## src/rtl/core/simplex_noise_eval_macros.svh

```systemverilog
// Assertion helpers for the simplex noise evaluator
`ifndef SIMPLEX_NOISE_EVAL_MACROS_SVH
`define SIMPLEX_NOISE_EVAL_MACROS_SVH
`ifndef SYNTHESIS
`define SNE_ASSERT_IMP(lbl, ck, rn, ante, cons) \
	lbl: assert property (@(posedge ck) disable iff (!rn) (ante) |-> (cons)) \
		else $error("assertion failed");
`define SNE_ASSERT_NXT(lbl, ck, rn, ante, cons) \
	lbl: assert property (@(posedge ck) disable iff (!rn) (ante) |=> (cons)) \
		else $error("assertion failed");
`else
`define SNE_ASSERT_IMP(lbl, ck, rn, ante, cons)
`define SNE_ASSERT_NXT(lbl, ck, rn, ante, cons)
`endif
`endif

```

## src/rtl/core/sne_pkg.sv

```systemverilog
`default_nettype none
package sne_pkg;
	localparam int DIMS_DEF   = 2;
	localparam int FRAC_DEF   = 16;
	localparam int MAX_DIMS   = 4;
	localparam int PERM_SIZE  = 256;
	localparam int PERM_AW    = 8;
	localparam int COORD_W    = 32;
	localparam int SCALE_W    = 16;
	localparam logic [SCALE_W-1:0] SCALE_RESET = 16'd27034;
	localparam logic REG_SCALE = 1'b0;

	typedef enum logic {
		OP_WRITE = 1'b0,
		OP_EVAL  = 1'b1
	} op_t;

	typedef struct packed {
		op_t                               op;
		logic [PERM_AW-1:0]                idx;
		logic [7:0]                        val;
		logic [MAX_DIMS-1:0][COORD_W-1:0]  coord;
	} item_t;

	// Q30 skew factor (sqrt(n+1)-1)/n
	function automatic logic [29:0] skew_q30(input int dims);
		logic [29:0] r;
		case (dims)
			2: r = 30'd393016785;
			3: r = 30'd357913941;
			default: r = 30'd331804471;
		endcase
		return r;
	endfunction

	// Q30 unskew factor (1-1/sqrt(n+1))/n
	function automatic logic [29:0] unskew_q30(input int dims);
		logic [29:0] r;
		case (dims)
			2: r = 30'd226908346;
			3: r = 30'd178956971;
			default: r = 30'd148387471;
		endcase
		return r;
	endfunction

	// Hash byte -> gradient, 2 bits per axis: 00 zero, 01 plus one, 11 minus one
	function automatic logic [PERM_SIZE-1:0][2*MAX_DIMS-1:0] build_grad_lut(input int dims);
		logic [31:0][2*MAX_DIMS-1:0]          gt;
		logic [PERM_SIZE-1:0][2*MAX_DIMS-1:0] lut;
		logic [2*MAX_DIMS-1:0]                v;
		int neg, m, p, row, total, zc, nc, rem, dgt, r, k, j, ngrad;
		gt = '0;
		lut = '0;
		row = 0;
		total = 1;
		for (p = 0; p < dims; p++)
			total = total * 3;
		for (neg = 0; neg < dims; neg++) begin
			for (m = 0; m < total; m++) begin
				v = '0;
				zc = 0;
				nc = 0;
				rem = m;
				for (p = dims - 1; p >= 0; p--) begin
					dgt = rem % 3;
					rem = rem / 3;
					v[2*p +: 2] = (dgt == 0) ? 2'b01 : ((dgt == 1) ? 2'b11 : 2'b00);
					if (dgt == 1) nc++;
					if (dgt == 2) zc++;
				end
				if (zc == 1 && nc == neg && row < 32) begin
					gt[row] = v;
					row++;
				end
			end
		end
		ngrad = dims * (1 << (dims - 1));
		for (k = 0; k < PERM_SIZE; k++) begin
			r = k;
			for (j = 0; j < PERM_SIZE; j++)
				if (r >= ngrad) r = r - ngrad;
			lut[k] = gt[r];
		end
		return lut;
	endfunction
endpackage
`default_nettype wire

```

## src/rtl/core/sne_front.sv

```systemverilog
`default_nettype none
`include "simplex_noise_eval_macros.svh"
module sne_front (
	input  wire logic           clk,
	input  wire logic           arst_n,
	input  wire logic           in_valid,
	output logic                in_ready,
	input  wire sne_pkg::item_t in_item,
	output logic                q_valid,
	input  wire logic           q_ready,
	output sne_pkg::item_t      q_item
);
	sne_pkg::item_t slot_q [2];
	logic       wr_q, rd_q;
	logic [1:0] cnt_q;
	logic       push, pop;

	assign in_ready = (cnt_q != 2'd2);
	assign q_valid  = (cnt_q != 2'd0);
	assign push     = in_valid && in_ready;
	assign pop      = q_valid && q_ready;
	assign q_item   = slot_q[rd_q];

	always_ff @(posedge clk) begin
		if (push)
			slot_q[wr_q] <= in_item;
	end

	always_ff @(posedge clk or negedge arst_n) begin
		if (!arst_n) begin
			wr_q  <= 1'b0;
			rd_q  <= 1'b0;
			cnt_q <= 2'd0;
		end else begin
			if (push) wr_q <= ~wr_q;
			if (pop)  rd_q <= ~rd_q;
			case ({push, pop})
				2'b10:   cnt_q <= cnt_q + 2'd1;
				2'b01:   cnt_q <= cnt_q - 2'd1;
				default: cnt_q <= cnt_q;
			endcase
		end
	end

	`SNE_ASSERT_IMP(a_cnt_range, clk, arst_n, 1'b1, cnt_q != 2'd3)
	`SNE_ASSERT_IMP(a_ptr_gap, clk, arst_n, cnt_q == 2'd1, wr_q != rd_q)
	`SNE_ASSERT_NXT(a_fill, clk, arst_n, push && !pop, cnt_q == $past(cnt_q) + 2'd1)
endmodule
`default_nettype wire

```

## config.mk

```make
export PLATFORM = sky130hd
export DESIGN_NAME = sne_front
export DESIGN_NICKNAME = d
export VERILOG_FILES = /design/src/rtl/core/sne_pkg.sv /design/src/rtl/core/sne_front.sv
export VERILOG_INCLUDE_DIRS = /design/src /design/src/rtl/core
export SDC_FILE = /design/constraint.sdc
export NUM_CORES = 1
export LEC_CHECK = 0
export BUFFER_PORTS_ARGS = -buffer_cell sky130_fd_sc_hd__clkbuf_2
export CORE_ASPECT_RATIO = 0.8
export CORE_MARGIN = 2
export CORE_UTILIZATION = 50
export CTS_CLUSTER_DIAMETER = 100
export DETAILED_ROUTE_END_ITERATION = 12
export GPL_TIMING_DRIVEN = 0
export PLACE_DENSITY = 0.77
export SLEW_MARGIN = 40
export SYNTH_ARGS = -nofsm -noshare
export SYNTH_HDL_FRONTEND = slang
export SYNTH_SLANG_ARGS = --single-unit
```

## constraint.sdc

```tcl
create_clock -name clk -period 9.4 [get_ports clk]
set_input_delay 1.88 -clock clk [delete_from_list [all_inputs] [get_ports clk]]
set_output_delay 1.88 -clock clk [all_outputs]
set_load 0.05 [all_outputs]
```

==> impl_results.md, run 1 <==
* Dominant cell by count in the synthesized netlist: edfxtp_1
* Finish-stage setup viols at 0
* P&R area growth vs syn at 26.8%
* Top-Level Pins at 296
* Unrepaired setup endpoints after global routing: no
* Gr ovfl total at 0
* Max incr delay on CP at ~380 ps
* Post-Synthesis Net Count at 618
* Worst-margin pin slew at between 500 and 600 ps
* P per Cell Area at about 370 mW/mm^2
* CP bufs+invs at 3
* Synth cell count leaders: edfxtp_1 (290), mux2_2 (145), buf_6 (8), clkbuf_8 (8), dfrtp_1 (4)
* Routed via count at around 5500
* Max IR drop VDD at 0.000241 V
* Resized Gates After CTS at 0
* Inserted Diodes at 0
* Asr flop ratio synth at under 10%
* GRT Overall Usage at between 10% and 20%
* Fillers at 1400
* Yosys top cell area share at approximately four fifths
* DP HPWL at 14700 um
* RePlAce Congestion at 0.756
* Syn Inst Count at 468
* Slowest CP cell: dfrtp_1
* Die area at between 0.02 and 0.025 sq mm
* Main synth FF type: edfxtp_1
* Antenna violations before repair at 0
* Drt first pass iters at 4
* Worst-Skew Late Latency at around 520 ps
* Slew HR at between 60% and 70%
* Seq/Total Area, Yosys at roughly 82%
* First-pass GRT wire length at between 30000 and 40000 um
* CP top delay family: buffers and inverters
* Post-synth EDFFs at 290
* Worst Hold Class: flop to flop
* Post-Layout Cell Count at between 1000 and 1500
* Fin worst setup slack at about 5600 ps
* Post-synthesis cell area at 0.0107 sq mm
* Min Hold Slack at 510 ps
* Share of cells above drive strength 1 at between 60% and 70%
* Crit path cell chain: buf_6, clkbuf_8, mux2_2, clkbuf_2
* Clock tree from TritonCTS: yes
* Fin crit period at between 3000 and 4000 ps
* Vias per cell at about 5
* Mean Syn Cell Area at around 23 sq um
* Avg WL per Cell at between 15 and 20 um
* Top fanout value on the critical path at 10
* Largest net degree at the start of global routing at 43
* DRT iter0 DRCs at roughly 320
* Die width at 168 um
* Status: finished clean
* Core Region at between 0.02 and 0.025 sq mm
* Netlist cell types at 14
* Fin Clk Skew at approximately 10 ps
* Clock Tree Root: clkbuf_16
* Clock slew at reported path FFs at approximately 60 ps
* Die extent in y at roughly 140 um
* Worst Path Required at between 7000 and 8000 ps
* Worst EP arrival at 1930 ps
* H-tree depth at 1
* # DRC at 0
* Final-report max-slew violation count at 0
* Placed cell count at roughly 1000
* Max_cap viols at 0
* CP Launch Type: flop
* Clk sinks at 294
* Lkg Pwr at between 5 and 6 nW
* Setup CP Type: flop to output pin
* Drt total wl at about 21000 um
* YS warnings at 0
* Post-CTS setup buffer count at 0
* DP Worst Slack at 5950 ps
* Nets at between 900 and 1000
* Yosys top cell by area: edfxtp_1
* CP endpoint kind: output pin
* Final worst path period share at approximately two fifths
* Final ANT Viol Nets at 0
* Initial Utilization at about half
* Worst-case clock buffer depth at 3
* Seq cells post-synth at just under 300
* FMAX at 262 MHz
* Ranking of synthesized cells by area: edfxtp_1 (81%), mux2_2 (15%), clkbuf_8 (1.0%), dfrtp_1 (0.93%), buf_6 (0.84%)
* Final hold viol count at 0
* Row cnt at 47
* Number of port buffers at approximately 300
* TritonCTS buffer count at 29
* Number of global-route vias before repair at slightly below 6000
* Hold buffers post-CTS at 0
* Total Power at slightly above 5 mW
-- logic make-up (layout without fill, tap and decap cells) --
group / Yosys count / in the layout / synth area share (%)
simple gates: 7 / 7 / 0.338
xor+xnor: 5 / 5 / 0.408
flops: 294 / 294 / 82.1
fa+ha+maj: 1 / 1 / 0.117
mux: 145 / 145 / 15.2
buf+inv: 16 / 372 / 1.87
-- metal layers --
layer / routed length (um) / vias to the layer above / track usage [%]
met5: 0 / - / 0
met4: 506 / 0 / 4.88
met3: 1860 / 37 / 5.83
met2: 10200 / 234 / 30.9
met1: 8180 / 2659 / 21.2
li1: - / 2545 / -
-- path summary, 6_finish.rpt --
check | startpoint | end | slack, ps | cells after the start
worst max-delay path | rd_q | q_item[7] | 5590 | 4
worst min-delay path | cnt_q[1] | cnt_q[1] | 510 | 1
worst max register to register | cnt_q[0] | slot_q[0][41] | 7350 | 6
worst min register to register | cnt_q[1] | cnt_q[1] | 510 | 1
max in group asynchronous | arst_n | rd_q | 8130 | 1
min in group asynchronous | arst_n | cnt_q[0] | 1150 | 1
-- layout make-up --
| type | count | area [sq um] | area share [%] |
|---|---|---|---|
| well taps | 269 | 337 | 2.47 |
| multi-input cells | 158 | 1740 | 12.8 |
| repair buffers | 306 | 1680 | 12.4 |
| clock buffers | 38 | 759 | 5.58 |
| plain buffers | 16 | 200 | 1.47 |
| clock inverters | 12 | 81.3 | 0.598 |
| flip-flops and latches | 294 | 8810 | 64.7 |
-- sequential cells by signal, summed over array words and instances (netlist names) --
signal  count
cnt_q       2
rd_q        1
slot_q    290
wr_q        1
-- power by group --
part	total (mW)	switching [mW]	internal [mW]	leakage (nW)
logic	2.21	1.57	0.637	2.03
clock network	1.03	0.441	0.590	0.412
registers	1.85	0.0665	1.79	2.74
total	5.10	2.08	3.02	5.19
-- layout by cell type (no fill, tap or decap), types with 2 or more instances in the layout --
cell,instances
buf_16,2
dfrtp_1,4
buf_12,3
clkbuf_16,29
buf_8,6
buf_6,8
clkinv_1,6
xnor2_1,3
xor2_1,2
clkbuf_2,295
clkbuf_8,8
clkinv_2,4
mux2_2,145
edfxtp_1,290
clkbuf_1,9
-- per-stage QoR --
stage / instance area [sq um] / utilization (%) / setup TNS [ps]
after floorplan: 10700 / - / 0
after global placement: 12500 / 60.1 / -266300
after detailed placement: 12800 / 61.1 / 0
after CTS: 13600 / 65.2 / 0
after global routing: 13600 / 65.2 / 0
final: 13600 / 65.2 / 0
No activity file was read; power rests on OpenSTA's default activity.
==> inputs of run 2 (changes only) <==
--- a/config.mk
+++ b/config.mk
@@ -9,11 +9,11 @@
 export BUFFER_PORTS_ARGS = -buffer_cell sky130_fd_sc_hd__clkbuf_2
 export CORE_ASPECT_RATIO = 0.8
 export CORE_MARGIN = 2
-export CORE_UTILIZATION = 50
+export CORE_UTILIZATION = 47
 export CTS_CLUSTER_DIAMETER = 100
 export DETAILED_ROUTE_END_ITERATION = 12
 export GPL_TIMING_DRIVEN = 0
-export PLACE_DENSITY = 0.77
+export PLACE_DENSITY = 0.76
 export SLEW_MARGIN = 40
 export SYNTH_ARGS = -nofsm -noshare
 export SYNTH_HDL_FRONTEND = slang
==> constraint.sdc (replaced) <==
create_clock -name clk -period 3.3 [get_ports clk]
set_input_delay 0.66 -clock clk [delete_from_list [all_inputs] [get_ports clk]]
set_output_delay 0.66 -clock clk [all_outputs]
set_load 0.05 [all_outputs]
==> run 2 against run 1 <==
Against the previous run:
- largest cell class unchanged
- routed wire length down 1.2%
- cell count up 3.5%
- utilization down 3.8 points
- combinational power rose to 2.9 times the previous value
- critical endpoint is now q_item[31]
- worst hold slack worse by 200 ps
- die area up 6.2%
==> impl_results.md, run 2 (synthesis gave the netlist of run 1 again) <==
* Highest routed layer: met5
* Nets at 957 (+0.21%)
* Final-report max-slew violation count at 0 (unchanged)
* Status: finished clean
* Clk sinks at 294 (unchanged)
* RePlAce Congestion at 0.758 (+0.19%)
* Fin worst setup slack at 695 ps (-4890 ps)
* WL met1 at 8360 um (+2.2%)
* Max IR drop VDD at 0.000610 V (+150%)
* Worst Hold Class: primary input to flop
* Die width at 173 um (+3.1%)
* Routed via count at 5539 (+1.2%)
* Worst-Skew Late Latency at 530 ps (about the same)
* Number of global-route vias before repair at 5773 (-0.60%)
* CP Launch Type: flop
* Final hold viol count at 0 (unchanged)
* Antenna violations before repair at 1 (+1)
* DP HPWL at 14300 um (-3.0%)
* Clock slew at reported path FFs at 60 ps (about the same)
* Area of the multi-input gates at 0.00175 sq mm (+0.86%)
* Die extent in y at 139 um (+3.1%)
* Clock Tree Root: clkbuf_16
* Vias per cell at 4.90 (-2.2%)
* FMAX at about 380 MHz
* Initial Utilization at 47.8% (-3.6 points)
* Fillers at 1647 (+18%)
* Worst Path Required at 2640 ps (-4880 ps)
* Worst EP arrival at 1950 ps (+20 ps)
* NetSw at 5.97 mW (+190%)
* Final Cell Area at 0.0138 sq mm (+1.3%)
* # DRC at 0 (unchanged)
* P per Cell Area at 1070 mW/mm^2 (+190%)
* Largest net degree at the start of global routing at 42 (-2.3%)
* DP Worst Slack at 751 ps (-5200 ps)
* Core Region at 0.0224 sq mm (+7.5%)
* Share of cells above drive strength 1 at 61.7% (+0.53 points)
* Final worst path period share at a little under 80%
* Largest Register: slot_q
* Worst-case clock buffer depth at 3 (unchanged)
* Max_cap viols at 0 (unchanged)
* Number of port buffers at 295 (unchanged)
* Fin crit period at 2610 ps
* Clock share of power at 21.0% (+0.8 points)
* CP endpoint kind: output pin
* WL met3 at 1950 um (+5.1%)
* Top Registers: slot_q x290, cnt_q x2
* Fin Clk Skew at 10.4 ps (+0.234 ps)
* Area of placed instances at 0.0129 sq mm (+0.95%)
* Drt total wl at 20500 um (-1.2%)
* Drt first pass iters at 4 (unchanged)
* Lkg Pwr at 5.24 nW (+1.0%)
* Final ANT Viol Nets at 0 (unchanged)
* GRT Overall Usage at 16.6% (-1.0 points)
* Die area at 0.0241 sq mm (+6.2%)
* P&R area growth vs syn at 28.4%
* Clock tree from TritonCTS: yes
* Gr ovfl total at 0 (unchanged)
* DRT iter0 DRCs at 310 (-4.0%)
* Avg WL per Cell at 18.1 um (-4.5%)
* Commonest non-fill, non-tap cell in the layout: clkbuf_2
* Finish-stage setup viols at 0 (unchanged)
* Slew HR at 70.2% (+7.4 points)
* FF/Latch Area at 0.00881 sq mm (unchanged)
* Most frequent cells in the layout: clkbuf_2 (295), edfxtp_1 (290), mux2_2 (145)
* First-pass GRT wire length at 31300 um (+0.42%)
* Largest register FFs at 290 (unchanged)
* Metal2 WL at 9500 um (-6.5%)
* Total Power at 14.8 mW (+190%)
* Net Sw Frac at 40.5% (-0.39 points)
* Combinational Power Share at 43.3% (about the same)
* Sequential Power Share at 35.7% (-0.7 points)
* Setup CP Type: flop to output pin
* Power Internal at 8.79 mW (+190%)
* Inserted Diodes at 0 (unchanged)
* Top-Level Pins at 296 (unchanged)
* Worst-margin pin slew at 445 ps (-112 ps)
* Sum Neg Setup Slack at 0 ps (unchanged)
* Row cnt at 49 (+4.3%)
* H-tree depth at 1 (unchanged)
* Top fanout value on the critical path at 10 (unchanged)
* Unrepaired setup endpoints after global routing: no
* TritonCTS buffer count at 28 (-3.4%)
* Core Util, Final at 61.4% (-3.8 points)
run 2: worst paths after layout:
path                       depth (start not counted)  slack (ps)        endpoint         start
min                                                1         310  slot_q[0][100]  in_item[100]
max reg2reg                                        8         970   slot_q[0][58]      cnt_q[0]
min reg2reg                                        1         530        cnt_q[1]      cnt_q[1]
max                                                4         690      q_item[31]          rd_q
max in group asynchronous                          2        2620        cnt_q[0]        arst_n
min in group asynchronous                          2         560            rd_q        arst_n
run 2: area by class of cell:
| cell class | count | area share, % |
|---|---|---|
| multi-input cells | 158 | 12.7 |
| clock buffers | 36 | 5.46 |
| repair buffers | 309 | 12.7 |
| plain buffers | 16 | 1.45 |
| flip-flops and latches | 294 | 63.9 |
| clock inverters | 12 | 0.953 |
| well taps | 306 | 2.78 |
run 2: what timing repair did:
action | 4_1_cts | 5_1_grt
hold endpoints to repair | 4 | 0
setup buffers | 0 | 0
hold buffers | 1 | 0
gates resized for setup | 0 | 0
run 2: worst max-delay path, cell delays in order (launching register included):
cell and delay (ps):
dfrtp_1 370, buf_6 220, clkbuf_8 210, mux2_2 360, clkbuf_2 240
run 2: power by group through the flow:
stage | Clock (mW) | Sequential [mW] | Combinational (mW)
2_1_floorplan | 0 | 5.36 | 4.86
3_3_place_gp | 0 | 5.42 | 6.15
3_5_place_dp | 0 | 5.35 | 6.43
4_1_cts | 3.17 | 5.28 | 6.46
5_1_grt | 3.30 | 5.34 | 6.68
6_report | 3.09 | 5.27 | 6.39
run 2: per-stage QoR:
| step | instances | hold WS (ps) |
|---|---|---|
| floorplan | 468 | 364 |
| global placement | 1069 | 473 |
| detailed placement | 1082 | 476 |
| CTS | 1131 | 285 |
| global route | 1131 | 280 |
| finish | 1131 | 312 |
run 2: metal layers:
metal | global-route usage, % | vias to the layer above
li1 | - | 2550
met1 | 21.5 | 2704
met2 | 26.5 | 231
met3 | 5.92 | 52
met4 | 5.22 | 2
met5 | 0 | -
==> inputs of run 3 (changes only) <==
--- a/config.mk
+++ b/config.mk
@@ -9,11 +9,11 @@
 export BUFFER_PORTS_ARGS = -buffer_cell sky130_fd_sc_hd__clkbuf_2
 export CORE_ASPECT_RATIO = 0.8
 export CORE_MARGIN = 2
-export CORE_UTILIZATION = 47
+export CORE_UTILIZATION = 50
 export CTS_CLUSTER_DIAMETER = 100
 export DETAILED_ROUTE_END_ITERATION = 12
 export GPL_TIMING_DRIVEN = 0
-export PLACE_DENSITY = 0.76
+export PLACE_DENSITY = 0.77
 export SLEW_MARGIN = 40
 export SYNTH_ARGS = -nofsm -noshare
 export SYNTH_HDL_FRONTEND = slang
==> constraint.sdc (replaced) <==
create_clock -name clk -period 2.4 [get_ports clk]
set_input_delay 0.48 -clock clk [delete_from_list [all_inputs] [get_ports clk]]
set_output_delay 0.48 -clock clk [all_outputs]
set_load 0.05 [all_outputs]
==> run 3 against run 2 <==
Against the previous run:
- combinational power grew 45%
- sequential power grew 38%
- die area shrank 5.8%
- via count grew 0.65%
==> impl_results.md, run 3 (synthesis gave the netlist of run 1 again) <==
* Status: finished clean
* Initial Utilization at 51.4% (+3.6 points)
* Fin Clk Skew at 11.9 ps (+1.58 ps)
* CP Launch Type: flop
* P per Cell Area at 1490 mW/mm^2 (+39%)
* CP top delay family: buffers and inverters
* Min-Delay Path Depth at 1 (unchanged)
* Critical Path Start: rd_q
* Largest Register: slot_q
* Final-report max-slew violation count at 0 (unchanged)
* DRT iter0 DRCs at 304 (-1.9%)
* Unrepaired setup endpoints after global routing: yes
* Core Util, Final at 67.0% (+5.6 points)
* Share of cells above drive strength 1 at 62.1% (+0.40 points)
* Die extent in y at 135 um (-3.0%)
* Die width at 168 um (-3.0%)
* Antenna violations before repair at 0 (-1)
* Worst-case clock buffer depth at 3 (unchanged)
* Reg-to-Reg End: slot_q[1][86]
* R2r startpoint: cnt_q[0]
* H-tree depth at 1 (unchanged)
* Gr ovfl total at 0 (unchanged)
* GRT Overall Usage at 17.9% (+1.2 points)
* CP bufs+invs at 3 (unchanged)
* Max incr delay on CP at 440 ps (+70 ps)
* Avg WL per Cell at 19.3 um (+6.6%)
* Top fanout value on the critical path at 10 (unchanged)
* Core Region at 0.0209 sq mm (-7.0%)
* Top Registers: slot_q x290, cnt_q x2
* Worst Hold Class: primary input to flop
* Drt first pass iters at 6 (+2)
* Row cnt at 47 (-4.1%)
* Worst R2R Setup Slack at 400 ps (-570 ps)
* Fin crit period at approximately 2400 ps
* Worst EP arrival at 1880 ps (-70 ps)
* Setup crit end: q_item[82]
* # DRC at 0 (unchanged)
* Nets at 961 (+0.42%)
* Worst-Skew Late Latency at 520 ps (about the same)
* Vias per cell at 5.07 (+3.5%)
* Setup CP Type: flop to output pin
* Inserted Diodes at 0 (unchanged)
* First-pass GRT wire length at 31500 um (+0.55%)
* Max_cap viols at 0 (unchanged)
* Final worst path period share at 98.3%
* Worst reg-to-reg path cell count at 4 (-4)
* Final ANT Viol Nets at 0 (unchanged)
* WP depth at 4 (unchanged)
* Most frequent cells in the layout: edfxtp_1 (290), clkbuf_2 (156), mux2_2 (145)
* Worst-margin pin slew at 428 ps (-17.2 ps)
* Worst Path Required at 1920 ps (-720 ps)
* Clock slew at reported path FFs at 60 ps (about the same)
* Clock Tree Root: clkbuf_16
* Clock tree from TritonCTS: yes
* CP endpoint kind: output pin
* Crit path cell chain: clkbuf_16, clkbuf_8, mux2_2, buf_4
* Sum Neg Setup Slack at 0 ps (unchanged)
* Post-Layout Cell Count at 1100 (-2.7%)
* Final hold viol count at 0 (unchanged)
* Routed via count at 5575 (+0.65%)
* Largest net degree at the start of global routing at 45 (+7.1%)
* Slew HR at 71.5% (+1.2 points)
* Number of global-route vias before repair at 6036 (+4.6%)
* DP HPWL at 14600 um (+2.2%)
* Largest register FFs at 290 (unchanged)
* Number of port buffers at 295 (unchanged)
* Top-Level Pins at 296 (unchanged)
* Finish-stage setup viols at 0 (unchanged)
* Max IR drop VDD at 0.00107 V (+76%)
* Lkg Pwr at 5.31 nW (+1.4%)
* Slowest CP cell: dfrtp_2
* Clk sinks at 294 (unchanged)
* Placed cell count at 1042 (-3.7%)
* Drt total wl at 21200 um (+3.7%)
* FMAX at approximately 420 MHz
* P&R area growth vs syn at 30.3%
* Die area at 0.0227 sq mm (-5.8%)
* TritonCTS buffer count at 28 (unchanged)
* RePlAce Congestion at 0.766 (+1.1%)
* Commonest non-fill, non-tap cell in the layout: edfxtp_1
* Min Hold Slack at 141 ps (-171 ps)
==> run 3: cell types whose count changed in the layout (fill, tap and decap cells not counted), sizes merged <==
cell,before,now
buf,21,160
clkbuf,339,197
clkinv,8,17
==> run 3: layer usage <==
layer,GRT usage [%],share of wire [%],up-vias
met2,31.0,49,241
met3,6.18,8.9,45
met4,6.18,3.3,0
met1,21.0,39,2731
li1,-,-,2558
met5,0,0,-
==> run 3: worst min-delay path by stage <==
| stage | start | to | slack [ps] |
|---|---|---|---|
| after CTS | in_item[70] | slot_q[0][70] | 120 |
| final | in_item[18] | slot_q[0][18] | 140 |
| after floorplan | arst_n | cnt_q[0] | 180 |
| after global placement | arst_n | rd_q | 290 |
| after detailed placement | arst_n | cnt_q[0] | 290 |
| after global routing | in_item[30] | slot_q[0][30] | 120 |
==> run 3: power by group <==
part,internal (mW),total (mW),switching (mW)
logic,3.03,9.25,6.22
clock network,2.49,4.24,1.75
registers,7.00,7.29,0.287
==> run 3: cell type report <==
type                            instances  area, sq um
Clock buffer                           29          726
Fill cell                            1332         6890
Tap cell                              269          337
Sequential cell                       294         8810
Timing Repair Buffer                  313         1980
Clock inverter                         21          168
Buffer                                 16          214
Multi-Input combinational cell        158         1750
==> run 3: through the flow <==
step | area [sq um] | total power [mW] | worst slack [ps]
global route | 14000 | 21.5 | -29.2
detailed placement | 12800 | 16.1 | 61.8
global placement | 12600 | 15.8 | -1660
floorplan | 10800 | 14.1 | -898
CTS | 13800 | 20.6 | 0.668
finish | 14000 | 20.8 | 40.6
==> run 3: repair_timing <==
| item | 4_1_cts | 5_1_grt |
|---|---|---|
| endpoints found under the hold margin | 4 | 0 |
| pin swaps | 0 | 1 |
| hold buffers | 1 | 0 |
| endpoints found under the setup margin | 87 | 160 |
| cloned | 0 | 1 |
| setup buffers | 0 | 6 |
| gates resized for setup | 33 | 236 |
